### config.mk
export PLATFORM = sky130hd
export DESIGN_NAME = cpe_front
export DESIGN_NICKNAME = d
export VERILOG_FILES = /design/src/rtl/cpe_pkg.sv /design/src/rtl/cpe_front.sv
export SDC_FILE = /design/constraint.sdc
export NUM_CORES = 1
export LEC_CHECK = 0
export BUFFER_PORTS_ARGS = -buffer_cell sky130_fd_sc_hd__buf_2
export CELL_PAD_IN_SITES_DETAIL_PLACEMENT = 2
export CELL_PAD_IN_SITES_GLOBAL_PLACEMENT = 2
export CORE_ASPECT_RATIO = 1.2
export CORE_MARGIN = 8
export CORE_UTILIZATION = 11
export DETAILED_ROUTE_END_ITERATION = 16
export GPL_ROUTABILITY_DRIVEN = 0
export PLACE_DENSITY = 0.79
export REMOVE_ABC_BUFFERS = 1
export SYNTH_ARGS = -nofsm -noshare
export SYNTH_HDL_FRONTEND = slang
export SYNTH_SLANG_ARGS = --single-unit
### constraint.sdc
create_clock -name vclk -period 1.2
set_input_delay 0.24 -clock vclk [all_inputs]
set_output_delay 0.24 -clock vclk [all_outputs]
set_load 0.05 [all_outputs]
### src/rtl/cpe_pkg.sv
// Shared types and constants for the complex polynomial evaluator.
// Used by cpe_front, cpe_queue, cpe_back and complex_polynomial_evaluator.
`default_nettype none

package cpe_pkg;

  localparam int DEF_MAX_DEGREE = 63;
  localparam int DEF_FRAC_BITS  = 16;
  localparam int DATA_W         = 32;
  localparam int POWER_W        = 6;
  localparam int OP_W           = 2;
  localparam int QUEUE_DEPTH    = 2;
  // Width of the accumulator for p1 - p2 + (c << FRAC_BITS).
  localparam int ACC_W          = 2 * DATA_W + 2;

  typedef enum logic [OP_W-1:0] {
    OP_CLEAR = 2'd0,
    OP_SET   = 2'd1,
    OP_EVAL  = 2'd2,
    OP_NONE  = 2'd3
  } op_t;

  // One queued command. For a set, a and b carry the coefficient;
  // for an evaluation they carry the point z.
  typedef struct packed {
    op_t                      op;
    logic [POWER_W-1:0]       power;
    logic signed [DATA_W-1:0] a;
    logic signed [DATA_W-1:0] b;
  } cmd_t;

  typedef enum logic [2:0] {
    ST_IDLE,
    ST_CLEAR,
    ST_LOAD,
    ST_MUL,
    ST_ACC,
    ST_OUT
  } state_t;

endpackage

`default_nettype wire

### src/rtl/cpe_front.sv
// Input side: accepts items, drops those that change nothing and builds commands.
// Depends on cpe_pkg.
`default_nettype none

module cpe_front #(
  parameter int MAX_DEGREE = cpe_pkg::DEF_MAX_DEGREE
) (
  input  wire logic                               in_valid,
  output logic                                    in_stall,
  input  wire logic [cpe_pkg::OP_W-1:0]           op,
  input  wire logic [cpe_pkg::POWER_W-1:0]        power,
  input  wire logic signed [cpe_pkg::DATA_W-1:0]  coef_re,
  input  wire logic signed [cpe_pkg::DATA_W-1:0]  coef_im,
  input  wire logic signed [cpe_pkg::DATA_W-1:0]  z_re,
  input  wire logic signed [cpe_pkg::DATA_W-1:0]  z_im,
  input  wire logic                               queue_full,
  input  wire logic                               clearing,
  output logic                                    push,
  output cpe_pkg::cmd_t                           cmd
);
  import cpe_pkg::*;

  logic keep;

  always_comb begin
    cmd.op    = op_t'(op);
    cmd.power = power;
    cmd.a     = coef_re;
    cmd.b     = coef_im;
    keep      = 1'b0;
    unique case (op_t'(op))
      OP_CLEAR: begin
        keep = 1'b1;
      end
      OP_SET: begin
        keep = (int'(power) <= MAX_DEGREE);
      end
      OP_EVAL: begin
        keep  = 1'b1;
        cmd.a = z_re;
        cmd.b = z_im;
      end
      default: begin
        keep = 1'b0;
      end
    endcase
  end

  assign in_stall = queue_full | clearing;
  assign push     = in_valid & ~in_stall & keep;

endmodule

`default_nettype wire

==> metrics.txt <==
die height=129.3 um; largest net degree at the start of global routing=14; Cell Area, Synth=approximately 1200 um^2; Clock buffer cells=0; Std-Cell Rows=approximately 40; Antenna Cells=0; nets=approximately 430; Final Hold Fails=0; area of the multi-input gates=roughly 1000 um^2; crit path launch type=primary input; leakage=1.547 nW; WL final=a little under 8000 um; Flop pwr share=0%; Slew HR=between 80% and 90%; RSZ-0062 raised after global routing=true; crit path time final=about 1600 ps; antenna-violating nets left=0; area share of the largest cell type after synthesis=roughly 77%; sequential element share of the synthesized area=0%; Avg Cell Area, Syn=about 14 um^2; PD cells=roughly 630 nW/um^2; area leader, netlist=mux2_4; Avg Vias per Cell=between 3 and 4; drt drc=0; Critical Path Most Common Cell=buf_8; Clock power frac=0%; global-route wire length before repair=11240 um; core area=about 10000 um^2; VDD IR max=~0.16 mV; Combinational Power Share=100.0%; Total Die Area=14280 um^2; Fin Setup TNS=-20620 ps; number of fill cells in the layout=1220; crit-path cells=buf_6 > nor2b_4 > buf_8 > buf_12 > buf_16 > mux2_4 > buf_8; final count of pins violating max slew=0; delay-heaviest family, CP=buffers and inverters; critical path arrival=~1300 ps; grt total ovfl=0; initial antenna violation count=0; CP bufs+invs=5; Final Cycle Share=129.9%; DP HPWL=between 6000 and 7000 um; Worst path slowest cell=mux2_4; area of all placed cells without fillers=roughly 2900 um^2; fraction of layout cells with a size suffix above 1=between 90% and 100%; cell count after synthesis=83; Ports=roughly 210; CP required=~960 ps; Die W=approximately 110 um; Pwr Total=1.786 mW; WL/cell=roughly 19 um; drt first pass iters=2; Storage cell area=0 um^2; Post-Layout Cell Count=between 400 and 500; IO buf count=about 200; kind of critical path=in -> out; Initial Utilization=a little under an eighth; via count=about 1500; element type at the critical path end=primary output; Tot GR Track Use=around a tenth; DP Area=2212 um^2; Hold WC Path Type=in -> out; drt initial violations=16; Cells after DPL=~400; Max Clk Rate=about 0.64 GHz; max-cap violation count=0; status=finished with violations; Slew @ Worst Pin=around 250 ps; violated checks=setup timing; Worst path max stage delay=~310 ps; final worst slack=-358.5 ps; Syn-to-layout area delta=142.5%; setup violators final=65; FFs & Latches=0; internal power=a little over 0.8 mW; Synth cell types=8; vias in the first global route=between 1500 and 2000; Sw Ratio=53.93%; pre-CTS WS=-443.3 ps; synth warn=0; largest cells by area after synthesis=mux2_4 77%, buf_12 12%, buf_4 5.1%; Net Sw Power=0.9630 mW; top fanout value on the critical path=6
[routing by layer]
metal  up-vias  share of wire [%]  global-route usage, %
li1        704                  -                      -
met1       697                 34                  9.553
met2       110                 56                  19.84
met3         4                8.5                  3.467
met4         0               0.72                 0.7166
met5         -                  0                      0
[what timing repair did]
action / CTS / global route
endpoints found under the hold margin: 0 / 0
hold buffers: 0 / 0
cloned: 5 / 2
buffers inserted: 5 / 1
endpoints found under the setup margin: 65 / 65
gates resized for setup: 143 / 4
[path summary, 6_finish.rpt]
path  startpoint       to  slack, ps  cells past startpoint
max        op[1]  cmd[49]       -360                      7
min     power[0]  cmd[64]        480                      0
[cell usage after synthesis (all sizes together)]
cell    number
a211oi       1
buf         15
inv          1
mux2        64
nor2b        1
or2          1
[power groups by stage]
stage,logic [mW],registers [mW],clock network (mW)
global route,1.86,0,0
CTS,1.80,0,0
finish,1.79,0,0
global placement,1.42,0,0
detailed placement,1.45,0,0
floorplan,0.996,0,0
[cell families after synthesis]
logic type	share of synthesized area [%]
buf+inv	17.32
mux	80.34
compound gates	0.6379
simple gates	1.700
[layout by cell type, fill, tap and decap left out]
master | netlist | layout
mux2_4 | 60 | 60
or2_2 | 1 | 1
nor2b_4 | 1 | 1
inv_1 | 1 | 1
a211oi_1 | 1 | 1
buf_16 | 0 | 3
buf_6 | 0 | 64
clkbuf_16 | 0 | 2
mux2_2 | 4 | 4
buf_4 | 8 | 3
buf_12 | 7 | 4
buf_8 | 0 | 6
buf_2 | 0 | 134
[area by class of cell]
type                            instances  area share, %
Inverter                                1         0.1315
Multi-Input combinational cell         67          34.09
Tap cell                              129          5.653
Timing Repair Buffer                  216          60.12
[stage by stage]
stage                     util [%]  hold slack (ps)
after floorplan                  -            480.0
after global placement       21.14            480.5
after detailed placement     21.14            480.5
after CTS                    27.08            480.5
after global routing         27.28            480.3
final                        27.28            480.3
Power figures use the tool's default switching activity.
